`src/hw/rtl/i2cmps_pkg.sv`:
```
// Types and constants of the I2C master phase sequencer.
package i2cmps_pkg;

	typedef enum logic [2:0] {
		OP_START = 3'd0,
		OP_STOP  = 3'd1,
		OP_WRITE = 3'd2,
		OP_READ  = 3'd3,
		OP_SACK  = 3'd4,
		OP_RACK  = 3'd5
	} op_t;

	// Position inside a three-phase bit slot.
	localparam logic [1:0] SUB_FIRST = 2'd0;
	localparam logic [1:0] SUB_MID   = 2'd1;
	localparam logic [1:0] SUB_LAST  = 2'd2;

	localparam logic [15:0] PHASE_TICKS_RESET = 16'd720;

	typedef struct packed {
		logic       cmd_valid;
		logic [2:0] opcode;
		logic [7:0] tx_byte;
		logic       ack_to_send;
		logic       sda_in;
	} cmd_t;

	typedef struct packed {
		logic       scl_level;
		logic       sda_level;
		logic       busy_res;
		logic       done_res;
		logic [7:0] rx_byte;
		logic       ack_seen;
	} res_t;

	function automatic logic [4:0] last_phase(input op_t op);
		logic [4:0] lp;
		case (op)
			OP_START: lp = 5'd3;
			OP_STOP:  lp = 5'd2;
			OP_WRITE: lp = 5'd23;
			OP_READ:  lp = 5'd24;
			OP_SACK:  lp = 5'd2;
			default:  lp = 5'd3;
		endcase
		return lp;
	endfunction

endpackage

```
`src/hw/rtl/i2cmps_if.sv`:
```
// Handshake channel interfaces: command tick, result, and phase length write.
interface i2cmps_cmd_if ();
	logic       valid;
	logic       ready;
	logic       cmd_valid;
	logic [2:0] opcode;
	logic [7:0] tx_byte;
	logic       ack_to_send;
	logic       sda_in;

	modport source (output valid, cmd_valid, opcode, tx_byte, ack_to_send, sda_in,
		input ready);
	modport sink (input valid, cmd_valid, opcode, tx_byte, ack_to_send, sda_in,
		output ready);
endinterface

interface i2cmps_res_if ();
	logic       valid;
	logic       ready;
	logic       scl_level;
	logic       sda_level;
	logic       busy_res;
	logic       done_res;
	logic [7:0] rx_byte;
	logic       ack_seen;

	modport source (output valid, scl_level, sda_level, busy_res, done_res, rx_byte,
		ack_seen, input ready);
	modport sink (input valid, scl_level, sda_level, busy_res, done_res, rx_byte,
		ack_seen, output ready);
endinterface

interface i2cmps_cfg_if ();
	logic        valid;
	logic        ready;
	logic [15:0] phase_ticks;

	modport source (output valid, phase_ticks, input ready);
	modport sink (input valid, phase_ticks, output ready);
endinterface

```
`src/hw/rtl/i2cmps_seq.sv`:
```
// Phase sequencer state: tick counter, phase/bit position, shifters and bus drives.
module i2cmps_seq import i2cmps_pkg::*; #(
	parameter int COUNTER_WIDTH = 16
) (
	input  logic                     clk,
	input  logic                     arst_n,
	input  logic                     step,
	input  cmd_t                     item,
	input  logic [COUNTER_WIDTH-1:0] phase_lim,
	output res_t                     result
);

	logic [COUNTER_WIDTH-1:0] tick_q, n_tick;
	logic [COUNTER_WIDTH:0]   tick_inc;
	logic [4:0]               phase_q, n_phase;
	op_t                      cmd_q, n_cmd;
	logic [7:0]               send_q, n_send;
	logic [7:0]               rx_q, n_rx;
	logic                     scl_q, n_scl;
	logic                     sda_q, n_sda;
	logic                     run_q, n_run;
	logic                     ack_q, n_ack;
	logic [1:0]               sub_q, n_sub;
	logic [2:0]               bit_q, n_bit;
	logic                     done;
	logic                     apply;

	always_comb begin
		n_tick  = tick_q;
		n_phase = phase_q;
		n_cmd   = cmd_q;
		n_send  = send_q;
		n_rx    = rx_q;
		n_scl   = scl_q;
		n_sda   = sda_q;
		n_run   = run_q;
		n_ack   = ack_q;
		n_sub   = sub_q;
		n_bit   = bit_q;
		done    = 1'b0;
		apply   = 1'b0;
		tick_inc = {1'b0, tick_q} + (COUNTER_WIDTH+1)'(1);

		if (step) begin
			if (run_q) begin
				if (tick_inc >= {1'b0, phase_lim}) begin
					n_tick = '0;
					if (phase_q >= last_phase(cmd_q)) begin
						n_run   = 1'b0;
						n_phase = 5'd0;
						done    = 1'b1;
					end else begin
						n_phase = phase_q + 5'd1;
						apply   = 1'b1;
						// read byte: the release phase precedes the first bit slot
						if (cmd_q == OP_READ && phase_q == 5'd0) begin
							n_sub = SUB_FIRST;
							n_bit = 3'd0;
						end else if (sub_q == SUB_LAST) begin
							n_sub = SUB_FIRST;
							n_bit = bit_q + 3'd1;
						end else begin
							n_sub = sub_q + 2'd1;
						end
					end
				end else begin
					n_tick = tick_inc[COUNTER_WIDTH-1:0];
				end
			end else if (item.cmd_valid && item.opcode <= 3'(OP_RACK)) begin
				n_cmd   = op_t'(item.opcode);
				n_run   = 1'b1;
				n_phase = 5'd0;
				n_tick  = '0;
				n_sub   = SUB_FIRST;
				n_bit   = 3'd0;
				apply   = 1'b1;
				case (n_cmd)
					OP_WRITE: n_send = item.tx_byte;
					OP_SACK:  n_send = {7'd0, item.ack_to_send};
					OP_READ:  n_rx   = 8'd0;
					default:  ;
				endcase
			end
		end

		if (apply) begin
			case (n_cmd)
				OP_START: begin
					if (n_phase == 5'd0)      n_sda = 1'b1;
					else if (n_phase == 5'd1) n_scl = 1'b1;
					else if (n_phase == 5'd2) n_sda = 1'b0;
					else                      n_scl = 1'b0;
				end
				OP_STOP: begin
					if (n_phase == 5'd0)      n_sda = 1'b0;
					else if (n_phase == 5'd1) n_scl = 1'b1;
					else                      n_sda = 1'b1;
				end
				OP_WRITE: begin
					if (n_sub == SUB_FIRST)    n_sda = n_send[3'd7 - n_bit];
					else if (n_sub == SUB_MID) n_scl = 1'b1;
					else                       n_scl = 1'b0;
				end
				OP_READ: begin
					if (n_phase == 5'd0)            n_sda = 1'b1;
					else if (n_sub == SUB_FIRST)    n_scl = 1'b1;
					else if (n_sub == SUB_MID) begin
						if (item.sda_in) n_rx[3'd7 - n_bit] = 1'b1;
					end else                        n_scl = 1'b0;
				end
				OP_SACK: begin
					if (n_phase == 5'd0)      n_sda = n_send[0];
					else if (n_phase == 5'd1) n_scl = 1'b1;
					else                      n_scl = 1'b0;
				end
				default: begin
					if (n_phase == 5'd0)      n_sda = 1'b1;
					else if (n_phase == 5'd1) n_scl = 1'b1;
					else if (n_phase == 5'd2) n_ack = item.sda_in;
					else                      n_scl = 1'b0;
				end
			endcase
		end
	end

	always_ff @(posedge clk or negedge arst_n) begin
		if (!arst_n) begin
			tick_q  <= '0;
			phase_q <= 5'd0;
			cmd_q   <= OP_START;
			send_q  <= 8'd0;
			rx_q    <= 8'd0;
			scl_q   <= 1'b1;
			sda_q   <= 1'b1;
			run_q   <= 1'b0;
			ack_q   <= 1'b1;
			sub_q   <= SUB_FIRST;
			bit_q   <= 3'd0;
		end else if (step) begin
			tick_q  <= n_tick;
			phase_q <= n_phase;
			cmd_q   <= n_cmd;
			send_q  <= n_send;
			rx_q    <= n_rx;
			scl_q   <= n_scl;
			sda_q   <= n_sda;
			run_q   <= n_run;
			ack_q   <= n_ack;
			sub_q   <= n_sub;
			bit_q   <= n_bit;
		end
	end

	always_comb begin
		result.scl_level = n_scl;
		result.sda_level = n_sda;
		result.busy_res  = n_run;
		result.done_res  = done;
		result.rx_byte   = n_rx;
		result.ack_seen  = n_ack;
	end

endmodule

```
`src/hw/rtl/i2c_master_phase_sequencer_core.sv`:
```
// Open-drain I2C master phase sequencer: one command tick in, one bus drive result out.
// Every transfer on the cmd channel is one bus clock tick; it may start a command (start,
// stop, write byte, read byte, send ack, receive ack) and always carries the sampled SDA
// level. Every tick produces exactly one result transfer with the SCL and SDA drive
// levels (1 = released), busy, a one-tick done pulse when the last phase of a command
// ends, the receive byte and the last sampled ack. A command arriving while busy, on the
// tick done pulses, or with opcode six or seven, is ignored. Each bus phase lasts
// phase_ticks ticks (zero acts as one, values beyond the counter saturate at
// 2^COUNTER_WIDTH-1); write it through the cfg channel only while no tick is in flight.
// Throughput is one tick per clock while results are taken; a tick waits in an input
// register, and the sequencer state update writes the result register as the tick
// leaves it, so a result is offered from the result register after its command has
// passed the input register. A full result register with a stalled consumer holds off
// the input register, and that back-pressure reaches cmd.ready.
module i2c_master_phase_sequencer_core import i2cmps_pkg::*; #(
	parameter int COUNTER_WIDTH = 16
) (
	input  logic         clk,
	input  logic         arst_n,
	i2cmps_cmd_if.sink   cmd,
	i2cmps_cfg_if.sink   cfg,
	i2cmps_res_if.source res
);

	// width wide enough for both the register value and the counter maximum
	localparam int LimW = (COUNTER_WIDTH > 16) ? COUNTER_WIDTH : 16;

	logic [15:0]              phase_ticks_q;
	logic [COUNTER_WIDTH-1:0] lim_q;
	logic [LimW-1:0]          ticks_ext;
	logic [LimW-1:0]          max_ext;
	logic [LimW-1:0]          lim_w;

	cmd_t cmd_s1;
	logic valid_s1;
	res_t res_s2;
	logic valid_s2;
	res_t seq_res;
	cmd_t cmd_in;
	logic s2_free;
	logic s1_go;

	// phase length register; always ready
	assign cfg.ready = 1'b1;

	always_ff @(posedge clk or negedge arst_n) begin
		if (!arst_n) begin
			phase_ticks_q <= PHASE_TICKS_RESET;
		end else if (cfg.valid) begin
			phase_ticks_q <= cfg.phase_ticks;
		end
	end

	// effective phase length: zero acts as one, saturate at the counter maximum
	always_comb begin
		ticks_ext = LimW'(phase_ticks_q);
		max_ext   = LimW'({COUNTER_WIDTH{1'b1}});
		if (ticks_ext == '0) begin
			lim_w = LimW'(1);
		end else if (ticks_ext > max_ext) begin
			lim_w = max_ext;
		end else begin
			lim_w = ticks_ext;
		end
	end

	always_ff @(posedge clk or negedge arst_n) begin
		if (!arst_n) begin
			lim_q <= '0;
		end else begin
			lim_q <= lim_w[COUNTER_WIDTH-1:0];
		end
	end

	// pipeline handshake: input register feeds the result register
	assign s2_free   = !valid_s2 || res.ready;
	assign s1_go     = valid_s1 && s2_free;
	assign cmd.ready = !valid_s1 || s1_go;

	always_comb begin
		cmd_in.cmd_valid   = cmd.cmd_valid;
		cmd_in.opcode      = cmd.opcode;
		cmd_in.tx_byte     = cmd.tx_byte;
		cmd_in.ack_to_send = cmd.ack_to_send;
		cmd_in.sda_in      = cmd.sda_in;
	end

	always_ff @(posedge clk or negedge arst_n) begin
		if (!arst_n) begin
			valid_s1 <= 1'b0;
		end else if (cmd.ready) begin
			valid_s1 <= cmd.valid;
		end
	end

	always_ff @(posedge clk) begin
		if (cmd.valid && cmd.ready) begin
			cmd_s1 <= cmd_in;
		end
	end

	// sequencer state advances once per tick, when the tick leaves the input register
	i2cmps_seq #(
		.COUNTER_WIDTH (COUNTER_WIDTH)
	) u_seq (
		.clk       (clk),
		.arst_n    (arst_n),
		.step      (s1_go),
		.item      (cmd_s1),
		.phase_lim (lim_q),
		.result    (seq_res)
	);

	always_ff @(posedge clk or negedge arst_n) begin
		if (!arst_n) begin
			valid_s2 <= 1'b0;
		end else if (s2_free) begin
			valid_s2 <= valid_s1;
		end
	end

	always_ff @(posedge clk) begin
		if (s1_go) begin
			res_s2 <= seq_res;
		end
	end

	assign res.valid     = valid_s2;
	assign res.scl_level = res_s2.scl_level;
	assign res.sda_level = res_s2.sda_level;
	assign res.busy_res  = res_s2.busy_res;
	assign res.done_res  = res_s2.done_res;
	assign res.rx_byte   = res_s2.rx_byte;
	assign res.ack_seen  = res_s2.ack_seen;

endmodule

```
`src/flat_wrapper.sv`:
```
// flat-port wrapper written by rule: the top's interface ports become plain ports
module i2c_master_phase_sequencer_core_flat import i2cmps_pkg::*;
#(
	parameter int COUNTER_WIDTH = 16
)
  (clk, arst_n, cmd_valid, cmd_cmd_valid, cmd_opcode, cmd_tx_byte, cmd_ack_to_send, cmd_sda_in, cmd_ready, cfg_valid, cfg_phase_ticks, cfg_ready, res_valid, res_scl_level, res_sda_level, res_busy_res, res_done_res, res_rx_byte, res_ack_seen, res_ready);
  i2cmps_cmd_if cmd_i ();
  i2cmps_cfg_if cfg_i ();
  i2cmps_res_if res_i ();
  input  logic clk;
  input  logic arst_n;
  input wire logic [$bits(cmd_i.valid)-1:0] cmd_valid;
  input wire logic [$bits(cmd_i.cmd_valid)-1:0] cmd_cmd_valid;
  input wire logic [$bits(cmd_i.opcode)-1:0] cmd_opcode;
  input wire logic [$bits(cmd_i.tx_byte)-1:0] cmd_tx_byte;
  input wire logic [$bits(cmd_i.ack_to_send)-1:0] cmd_ack_to_send;
  input wire logic [$bits(cmd_i.sda_in)-1:0] cmd_sda_in;
  output wire logic [$bits(cmd_i.ready)-1:0] cmd_ready;
  input wire logic [$bits(cfg_i.valid)-1:0] cfg_valid;
  input wire logic [$bits(cfg_i.phase_ticks)-1:0] cfg_phase_ticks;
  output wire logic [$bits(cfg_i.ready)-1:0] cfg_ready;
  output wire logic [$bits(res_i.valid)-1:0] res_valid;
  output wire logic [$bits(res_i.scl_level)-1:0] res_scl_level;
  output wire logic [$bits(res_i.sda_level)-1:0] res_sda_level;
  output wire logic [$bits(res_i.busy_res)-1:0] res_busy_res;
  output wire logic [$bits(res_i.done_res)-1:0] res_done_res;
  output wire logic [$bits(res_i.rx_byte)-1:0] res_rx_byte;
  output wire logic [$bits(res_i.ack_seen)-1:0] res_ack_seen;
  input wire logic [$bits(res_i.ready)-1:0] res_ready;
  assign cmd_i.valid = cmd_valid;
  assign cmd_i.cmd_valid = cmd_cmd_valid;
  assign cmd_i.opcode = cmd_opcode;
  assign cmd_i.tx_byte = cmd_tx_byte;
  assign cmd_i.ack_to_send = cmd_ack_to_send;
  assign cmd_i.sda_in = cmd_sda_in;
  assign cmd_ready = cmd_i.ready;
  assign cfg_i.valid = cfg_valid;
  assign cfg_i.phase_ticks = cfg_phase_ticks;
  assign cfg_ready = cfg_i.ready;
  assign res_valid = res_i.valid;
  assign res_scl_level = res_i.scl_level;
  assign res_sda_level = res_i.sda_level;
  assign res_busy_res = res_i.busy_res;
  assign res_done_res = res_i.done_res;
  assign res_rx_byte = res_i.rx_byte;
  assign res_ack_seen = res_i.ack_seen;
  assign res_i.ready = res_ready;
  i2c_master_phase_sequencer_core #(.COUNTER_WIDTH(COUNTER_WIDTH)) u_core (.clk(clk), .arst_n(arst_n), .cmd(cmd_i), .cfg(cfg_i), .res(res_i));
endmodule
```
`config.mk`:
```
export PLATFORM = sky130hd
export DESIGN_NAME = i2c_master_phase_sequencer_core_flat
export DESIGN_NICKNAME = d
export VERILOG_FILES = /design/src/hw/rtl/i2cmps_pkg.sv /design/src/hw/rtl/i2cmps_if.sv /design/src/hw/rtl/i2cmps_seq.sv /design/src/hw/rtl/i2c_master_phase_sequencer_core.sv /design/src/flat_wrapper.sv
export SDC_FILE = /design/constraint.sdc
export NUM_CORES = 1
export LEC_CHECK = 0
export BUFFER_PORTS_ARGS = -buffer_cell sky130_fd_sc_hd__buf_2
export CAP_MARGIN = 10
export CORE_UTILIZATION = 50
export CTS_CLUSTER_SIZE = 14
export DETAILED_ROUTE_END_ITERATION = 8
export PLACE_DENSITY = 0.69
export SETUP_SLACK_MARGIN = 0.3
export SYNTH_ARGS = -nofsm -noshare
export SYNTH_HDL_FRONTEND = slang
export SYNTH_HIERARCHICAL = 1
export SYNTH_SLANG_ARGS = --single-unit
```
`constraint.sdc`:
```
create_clock -name clk -period 4.7 [get_ports clk]
set_clock_uncertainty 0.1 [all_clocks]
set_input_delay 0.94 -clock clk [delete_from_list [all_inputs] [get_ports clk]]
set_output_delay 0.94 -clock clk [all_outputs]
set_load 0.05 [all_outputs]
```
* Word level (Yosys, flattened, before mapping)
Cells that the tools add are included.
** Storage, ports and cells
- Register bits :: 110
- Bits in latches :: 0
- Memory bits (writable) :: 0
- Bits in read-only memories :: 0
- Input bits :: 35
- Output and inout bits :: 16
- Logic and storage cells :: 158
- Memories :: 0
** Cells by class
- Add/subtract/negate cells :: 5
- Multipliers :: 0
- Divide/modulo/power cells :: 0
- Order comparisons :: 6
- Equal/unequal tests :: 15
- Shift-type cells :: 0
- Muxes and demuxes :: 86
- Bitwise operators :: 1
- Reductions and logical operators :: 19
** Operators by type and width (number)
- $mux W8 :: 13
- $mux W16 :: 5
- $mux W5 :: 8
- $mux W1 :: 37
- $mux W3 :: 10
- $eq A3 B2 Y1 const B :: 6
- $add A16 B1 Y17 const B :: 1
- $ge A17 B16 Y1 :: 1
- $gt A16 B16 Y1 const B :: 1
- $logic_not A16 Y1 :: 1
- $pmux W8 S2 :: 1
- $pmux W5 S3 :: 1
- $mux W2 :: 7
- $logic_not A5 Y1 :: 2
- $eq A3 B3 Y1 const B :: 3
- $or A8 B8 Y8 :: 1
- $pmux W1 S4 :: 2
- $eq A3 B1 Y1 const B :: 2
- $add A5 B1 Y5 const B :: 1
- $eq A5 B1 Y1 const B :: 1
- $eq A5 B2 Y1 const B :: 1
- $ge A5 B5 Y1 :: 1
- $logic_and A1 B1 Y1 :: 5
- $reduce_or A5 Y1 :: 1
- 17 further kinds :: 20

* Logic depth before layout (Yosys ltp)
Gate-level depths: netlist of the first run.
- Word-level depth :: 23
- Gate-level depth with buffers :: 20
- Gate-level depth less buffers :: 18

* Cells and area by module
The synthesis of the first run kept the hierarchy.
** Modules (own cells, without submodules)
- i2cmps_seq :: times used 1, cells an instance 401, area an instance 3681.0 µm², sequential area each 1229.9 µm²
- i2c_master_phase_sequencer_core :: times used 1, cells an instance 107, area an instance 2055.7 µm², sequential area each 1666.6 µm²

* Worst setup path before layout of the first run
No wires, ideal clock.
- Path type :: reg2reg
- From :: register u_core.u_seq.tick_q[0]
- To :: register u_core.res_s2, in the netlist u_core/res.ack_seen, data pin
- Library setup time :: 0.251 ns
- Data arrival time :: 3.759 ns
- Required time :: 4.349 ns
- Setup slack :: 0.590 ns
- Stages on the path, launching flop included :: 19
- Path buffers :: 2
- Clock period less this slack :: 4.110 ns
- Cells stage by stage :: dfrtp_1 > ha_1 > nand4_2 > nor2_4 > and3_1 > xor2_1 > ha_1 > nand2_1 > nor3_2 > a311oi_1 > and3_1 > buf_2 > nand2_2 > a32oi_4 > inv_2 > nor4_2 > nand2_1 > mux2_1 > buf_4
** Between the ends
- Longest elaborated chain between the ends :: 11
- Elaborated cells on any way between the ends :: 16
- Those cells by class :: 1 x add/sub; 1 x order compare; 2 x eq/ne; 11 x mux; 1 x reduce/logical
** RTL lines
- start, declared :: RTL line i2cmps_seq.sv:13 : logic [COUNTER_WIDTH-1:0] tick_q, n_tick;
- start signal, assigned :: RTL line i2cmps_seq.sv:140 : tick_q <= n_tick;
- $add A16 B1 Y17 (*) :: RTL line i2cmps_seq.sv:42 : tick_inc = {1'b0, tick_q} + (COUNTER_WIDTH+1)'(1);
- $ge A17 B16 Y1 (*) :: RTL line i2cmps_seq.sv:46 : if (tick_inc >= {1'b0, phase_lim}) begin
- $mux W5 :: RTL line i2cmps_seq.sv:46
- $mux W5 :: RTL line i2cmps_seq.sv:45 : if (run_q) begin
- $mux W5 :: RTL line i2cmps_seq.sv:44 : if (step) begin
- $eq A5 B2 Y1 :: RTL line i2cmps_seq.sv:119 : else if (n_phase == 5'd2) n_ack = item.sda_in;
- $mux W1 :: RTL line i2cmps_seq.sv:119
- $mux W1 :: RTL line i2cmps_seq.sv:118 : else if (n_phase == 5'd1) n_scl = 1'b1;
- $mux W1 :: RTL line i2cmps_seq.sv:117 : if (n_phase == 5'd0) n_sda = 1'b1;
- $mux W1 :: RTL line i2cmps_seq.sv:87 : case (n_cmd)
- $mux W1 (*) :: RTL line i2cmps_seq.sv:86 : if (apply) begin
- net u_core.u_seq.n_ack :: RTL line i2cmps_seq.sv:22 : logic ack_q, n_ack;
- end signal, assigned :: RTL line i2c_master_phase_sequencer_core.sv:124 : res_s2 <= seq_res;
- end, declared :: RTL line i2c_master_phase_sequencer_core.sv:36 : res_t res_s2;
Mark *: on every way through the listed nets, which the timed path passes. The rest lies on a longest branch.
A chain may end at the register's enable or synchronous reset.

==> flow_metrics.env, run 1 <==
export IMPL_status="finished clean"
export IMPL_synthArstFlopShare=0.755
export IMPL_hpwl_um=8650
export IMPL_syn_num_nets=568
export IMPL_cts_buffers=9
export IMPL_mostFrequentLayoutCell="dfrtp_1"
export IMPL_wl_per_cell_um=17.3
export IMPL_drive_gt1_frac=0.266
export IMPL_crit_type="reg -> reg"
export IMPL_numClockSinks=110
export IMPL_maxCapViolations=0
export IMPL_die_h_um=109
export IMPL_post_route_period_util=0.905
export IMPL_synth_main_ff_cell="dfrtp_1"
export IMPL_power_density_nw_per_um2=351
export IMPL_netlist_area_leader_share=0.332
export IMPL_ys_types=77
export IMPL_first_iter_violations=310
export IMPL_antenna_found_initial=0
export IMPL_yosys_area_top_type="dfrtp_1"
export IMPL_syn_inst=508
export IMPL_pwr_share_comb=0.182
export IMPL_ir_drop_mv=0.250
export IMPL_root_buffer="clkbuf_16"
export IMPL_cp_required_ns=4.69
export IMPL_synth_warnings=6
export IMPL_fmax_ghz=0.235
export IMPL_drtPass1Iterations=6
export IMPL_met1_usage=0.318
export IMPL_die_area_um2=11900
export IMPL_setup_tns_ns=0
export IMPL_area_delta_synth_final_pct=14.3
export IMPL_post_route_min_period_ns=4.25
export IMPL_h_tree_depth=3
export IMPL_p_sw_frac=0.281
export IMPL_antenna_left=0
export IMPL_wl_um=12200
export IMPL_grt_overflow=0
export IMPL_synth_area_um2=5740
export IMPL_filler_cell_count=874
export IMPL_num_vias=4111
export IMPL_p_int_mw=1.66
export IMPL_grt_pass1_wl_um=19700
export IMPL_cp_data_arrival_time_ns=4.25
export IMPL_path_max_fanout=5
export IMPL_met3_usage=0.0359
export IMPL_tightestPinTransition_ns=1.05
export IMPL_globalRouteTotalUtil=0.219
export IMPL_startpoint_type="flop"
export IMPL_synth_seq_cells=110
export IMPL_routabilityCongestion=0.874
export IMPL_setup_violations_final=0
export IMPL_pre_cts_slack_ns=0.183
export IMPL_mostFrequentLayoutCells="dfrtp_1, buf_2, nand2_1"
export IMPL_hold_viol=0
export IMPL_ios=51
export IMPL_first_global_vias=3937
export IMPL_globalRouteMet2Util=0.324
export IMPL_fin_ws_ns=0.445
export IMPL_clockPowerShare=0.330
export IMPL_syn_avg_cell_area_um2=11.3
export IMPL_drc=0
export IMPL_path_clk_slew_ns=0.07
export IMPL_fin_nets=618
export IMPL_power_frac_seq=0.488
export IMPL_start_util=0.520
export IMPL_rows=38
export IMPL_ys_seq_area_frac=0.505
export IMPL_fin_util=0.594
export IMPL_hold_class="reg -> reg"
export IMPL_avgViaCountPerCell=5.85
export IMPL_ys_top_cells_by_area="dfrtp_1, edfxtp_1, ha_1"
export IMPL_synth_edff_count=27
export IMPL_design_core_area_um2=11000
export IMPL_slew_viol_final=0
export IMPL_grt_max_degree=84
export IMPL_insertion_delay_ns=0.35
export IMPL_antennaDiodeCount=0
export IMPL_portBuffers=49
export IMPL_cts_tree="built"
export IMPL_relSlewSlack=0.299
export IMPL_p_switching_uw=646
export IMPL_endpoint_kind="flop"
export IMPL_power_leakage_nw=2.97
export IMPL_grt_setup_unrepaired="no"
export IMPL_die_x_um=109
export IMPL_ctsHoldBuffers=0
export IMPL_top_usage_layer="met2"
export IMPL_cts_max_path_buffers=2
## Yosys cell counts (4+ instances only)
master and number:
nand2b_1 9, dfstp_2 7, nor4_1 4, edfxtp_1 27, o31ai_1 7, xnor2_1 11, mux2_4 10, o211ai_1 4
and2_1 9, mux2_2 6, buf_4 6, and3_1 6, a22o_1 22, nand2_1 40, o221ai_1 5, nand4_1 6
a21o_1 7, o21ai_0 23, nor2_1 18, a32o_1 5, ha_1 25, dfrtp_1 76, nor3_1 11, a21oi_1 13
nand3_1 23, clkbuf_1 20, mux2i_1 4, inv_1 30, xor2_1 5
## layout make-up
type | instances | area [um2] | share of cell area
multi-input combinational | 334 | 2640 | 0.403
timing repair buffer | 71 | 413 | 0.0630
clock buffer | 13 | 282 | 0.0429
sequential | 110 | 2900 | 0.442
tap | 140 | 175 | 0.0267
clock inverter | 3 | 22.5 | 0.00344
inverter | 32 | 120 | 0.0183
## power groups by stage
stage / logic [mW] / registers, mW / clock network (mW)
after floorplan: 0.268 / 1.14 / 0
final: 0.419 / 1.12 / 0.761
after CTS: 0.390 / 1.12 / 0.774
after global placement: 0.379 / 1.13 / 0
after global routing: 0.468 / 1.13 / 0.811
after detailed placement: 0.386 / 1.14 / 0
## critical path, stage by stage (launching register included)
cell and delay (ns):
dfrtp_2 0.42, ha_4 0.17, nand4_2 0.19, nor2_2 0.15, xor2_1 0.21, ha_1 0.29
a211oi_2 0.23, nor2_1 0.14, o41a_1 0.52, buf_4 0.17, o211ai_1 0.28, o211ai_4 0.16
buf_4 0.17, nor4_4 0.31, nand2_1 0.13, mux2_1 0.34
## kinds of logic after synthesis
family / share of synthesized area
AOI/OAI and AO/OA: 0.178
xor gates and xnor gates: 0.0244
adders and majority gates: 0.0545
buffers and inverters: 0.0519
DFF: 0.505
muxes: 0.0489
other: 0.000654
and+or+nand+nor: 0.136
## registers in the layout, indices dropped and copies added, names as in the netlist, 2 cells and up
name / count
u_core/cmd_s1: 14
u_core/u_seq/cmd_q: 3
u_core/u_seq/tick_q: 16
u_core/res.rx_byte: 8
u_core/u_seq/rx_q: 8
u_core/lim_q: 16
u_core/u_seq/phase_q: 5
u_core/u_seq/bit_q: 3
u_core/phase_ticks_q: 16
u_core/u_seq/sub_q: 2
u_core/u_seq/send_q: 8
## what timing repair did
item	in CTS	in global routing
resized for setup	3	20
setup endpoints to repair	9	22
pin swaps	1	13
setup buffers	1	13
endpoints found under the hold margin	0	0
## worst paths after layout
check / start / end / slack [ns] / cells past startpoint
worst max-delay path: u_core/u_seq/tick_q[1]$_DFFE_PN0P_ / u_core/res.ack_seen$_DFFE_PP_ / 0.45 / 15
worst min-delay path: u_core/phase_ticks_q[8]$_DFFE_PN0P_ / u_core/lim_q[8]$_DFF_PN0_ / 0.31 / 0
worst max register to register: u_core/u_seq/tick_q[1]$_DFFE_PN0P_ / u_core/res.ack_seen$_DFFE_PP_ / 0.45 / 15
worst min register to register: u_core/phase_ticks_q[8]$_DFFE_PN0P_ / u_core/lim_q[8]$_DFF_PN0_ / 0.31 / 0
max in group asynchronous: arst_n / u_core/u_seq/tick_q[1]$_DFFE_PN0P_ / 3.08 / 1
min in group asynchronous: arst_n / u_core/phase_ticks_q[15]$_DFFE_PN0P_ / 0.67 / 1
## per-layer routing
layer  vias to the layer above  part of all wire
li1                       1957                 -
met4                         0             0.020
met1                      2022              0.47
met5                         -                 0
met2                       113              0.46
met3                        19             0.046
## metrics by stage
step	hold WS, ns	power [mW]	instance area (um2)	std cells
after floorplan	0.337	1.41	5740	508
after global placement	0.292	1.51	6040	673
after detailed placement	0.288	1.52	6040	673
after CTS	0.306	2.28	6360	690
after global routing	0.322	2.41	6560	703
final	0.307	2.30	6560	703
No activity file was read; power rests on OpenSTA's default activity.
==> run 2: changes to the inputs <==
==> constraint.sdc (replaced) <==
create_clock -name clk -period 4 [get_ports clk]
set_clock_uncertainty 0.1 [all_clocks]
set_input_delay 0.8 -clock clk [delete_from_list [all_inputs] [get_ports clk]]
set_output_delay 0.8 -clock clk [all_outputs]
set_load 0.05 [all_outputs]
==> run 2 against run 1 <==
Against the previous run: the run now ends with negative setup slack left; register-to-register slack got worse by 0.47 ns; non-clock buffer count increased by 26; highest routed layer unchanged; core utilization increased by 2.9 points; critical endpoint is now u_core/res.rx_byte[6]$_DFFE_PP_; count of clock-buffer cells in the layout decreased by 2; sequential power increased by 17%; critical path type unchanged; sequential share of layout area decreased by 2.0 points; final cell count increased by 3.8%.
==> flow_metrics.env, run 2 (synthesized netlist as in run 1, its figures left out) <==
export IMPL_start_util=0.520
export IMPL_die_h_um=109
export IMPL_path_clk_slew_ns=0.08
export IMPL_tightestPinTransition_ns=0.981
export IMPL_power_density_nw_per_um2=412
export IMPL_die_area_um2=11900
export IMPL_critPathBufInv=3
export IMPL_globalRouteMet2Util=0.346
export IMPL_status="complete, but fails checks"
export IMPL_r2r_cells=18
export IMPL_filler_cell_count=873
export IMPL_crit_cells=18
export IMPL_dp_cells=696
export IMPL_drc=0
export IMPL_fin_nets=645
export IMPL_fin_util=0.624
export IMPL_area_delta_synth_final_pct=19.9
export IMPL_avgViaCountPerCell=5.86
export IMPL_h_tree_depth=3
export IMPL_crit_type="reg -> reg"
export IMPL_ir_drop_mv=0.218
export IMPL_num_vias=4277
export IMPL_routabilityCongestion=0.895
export IMPL_mostFrequentLayoutCells="dfrtp_1, buf_2, buf_4"
export IMPL_fin_ws_ns=-0.0262
export IMPL_drive_gt1_frac=0.336
export IMPL_insertion_delay_ns=0.36
export IMPL_min_path_cells=0
export IMPL_fin_cells=730
export IMPL_endpoint_kind="flop"
export IMPL_cp_data_arrival_time_ns=4.12
export IMPL_violations="negative setup slack"
export IMPL_timing_rr_start="u_core/u_seq/tick_q[1]$_DFFE_PN0P_"
export IMPL_drtPass1Iterations=5
export IMPL_relSlewSlack=0.346
export IMPL_worstHoldEndpoint="u_core/lim_q[7]$_DFF_PN0_"
export IMPL_crit_family="compound AO/OA/AOI/OAI gates"
export IMPL_pre_cts_slack_ns=-0.126
export IMPL_top_usage_layer="met1"
export IMPL_post_route_period_util=1.01
export IMPL_hold_class="reg -> reg"
export IMPL_multi_input_area_um2=2740
export IMPL_post_route_min_period_ns=4.03
export IMPL_hpwl_um=8940
export IMPL_setup_tns_ns=-0.0481
export IMPL_ctsHoldBuffers=0
export IMPL_design_core_area_um2=11000
export IMPL_portBuffers=49
export IMPL_r2r_end="u_core/res.rx_byte[6]$_DFFE_PP_"
export IMPL_crit_top_cell="buf_6"
export IMPL_cts_max_path_buffers=2
export IMPL_hp_start="u_core/phase_ticks_q[7]$_DFFE_PN1P_"
export IMPL_fmax_ghz=0.248
export IMPL_cts_tree="built"
export IMPL_root_buffer="clkbuf_16"
export IMPL_grt_max_degree=80
export IMPL_antenna_left=0
export IMPL_setup_violations_final=3
export IMPL_globalRouteTotalUtil=0.234
export IMPL_startpoint_type="flop"
export IMPL_rows=38
export IMPL_rrSetupSlack_ns=-0.03
export IMPL_met3_usage=0.0418
export IMPL_numClockSinks=110
export IMPL_die_x_um=109
export IMPL_power_leakage_nw=3.13
export IMPL_ios=51
export IMPL_cp_slowest_cell="dfrtp_2"
export IMPL_wl_per_cell_um=17.6
export IMPL_top_regs="u_core/lim_q x16, u_core/phase_ticks_q x16, u_core/u_seq/tick_q x16"
export IMPL_postLayoutCellArea_um2=6880
export IMPL_placed_cell_area_um2=6280
export IMPL_mostFrequentLayoutCell="dfrtp_1"
export IMPL_cp_required_ns=4.10
export IMPL_hold_viol=0
export IMPL_grt_pass1_wl_um=21100
export IMPL_slowest_delay_ns=0.43
export IMPL_grt_setup_unrepaired="yes"
export IMPL_power_total_mw=2.84
export IMPL_path_max_fanout=6
export IMPL_slew_viol_final=0
export IMPL_maxCapViolations=0
export IMPL_grt_overflow=0
export IMPL_first_global_vias=4205
export IMPL_antenna_found_initial=0
export IMPL_met1_usage=0.348
export IMPL_antennaDiodeCount=0
export IMPL_wl_um=12900
export IMPL_first_iter_violations=366
export IMPL_seqCellArea_um2=2910
export IMPL_cp_cell_sequence="ha_4, nand4_4, nor2_1, xor2_1, ha_1, nand4_1, nor2_1, a311oi_2, nand3_2, buf_6, o31ai_4, o2bb2ai_2, nor4_4, buf_6, a211oi_4, nand2_2, buf_6, o21ai_2"
export IMPL_hold_ws_ns=0.298
export IMPL_cts_buffers=9
-- run 2: cell types whose count changed in the layout (fill, tap and decap cells not counted), moves of 3 or more --
cell,delta
buf_4,+21
buf_6,+5
dfrtp_1,-4
dfrtp_2,+4
nand2_1,-3
nand2_2,+3
o21ai_0,-9
o21ai_1,+5
o21ai_2,+4
-- run 2: what timing repair did --
action / 4_1_cts / 5_1_grt
resized for setup: 17 / 30
cloned: 1 / 0
pin swaps: 14 / 17
buffers inserted: 11 / 6
endpoints found under the setup margin: 22 / 22
-- run 2: how the worst max path moves through the flow --
stage                                       start  slack [ns]                         endpoint
2_1_floorplan  u_core/u_seq/tick_q[0]$_DFFE_PN0P_        0.15   u_core/res.scl_level$_DFFE_PP_
3_3_place_gp   u_core/u_seq/tick_q[6]$_DFFE_PN0P_       -0.07    u_core/res.ack_seen$_DFFE_PP_
3_5_place_dp   u_core/u_seq/tick_q[0]$_DFFE_PN0P_       -0.13    u_core/res.ack_seen$_DFFE_PP_
4_1_cts        u_core/u_seq/tick_q[6]$_DFFE_PN0P_        0.08   u_core/res.scl_level$_DFFE_PP_
5_1_grt        u_core/u_seq/tick_q[2]$_DFFE_PN0P_       -0.24   u_core/res.scl_level$_DFFE_PP_
6_report       u_core/u_seq/tick_q[1]$_DFFE_PN0P_       -0.03  u_core/res.rx_byte[6]$_DFFE_PP_
-- run 2: report_power, final --
| group | switching (mW) | total (mW) | leakage, nW | internal [mW] |
|---|---|---|---|---|
| sequential | 0.0636 | 1.31 | 1.30 | 1.24 |
| clock | 0.414 | 0.945 | 0.157 | 0.531 |
| combinational | 0.339 | 0.585 | 1.68 | 0.247 |
| total | 0.816 | 2.84 | 3.13 | 2.02 |
-- run 2: layout make-up --
type,count,area share
sequential,110,0.422
tap,140,0.0255
timing repair buffer,97,0.0911
multi-input combinational,335,0.398
inverter,32,0.0175
clock buffer,11,0.0369
clock inverter,5,0.00927
-- run 2: layer usage --
layer,routed length [um],vias up
met5,0,-
met4,177,0
met3,779,17
met2,5780,163
met1,6130,2082
li1,-,2015
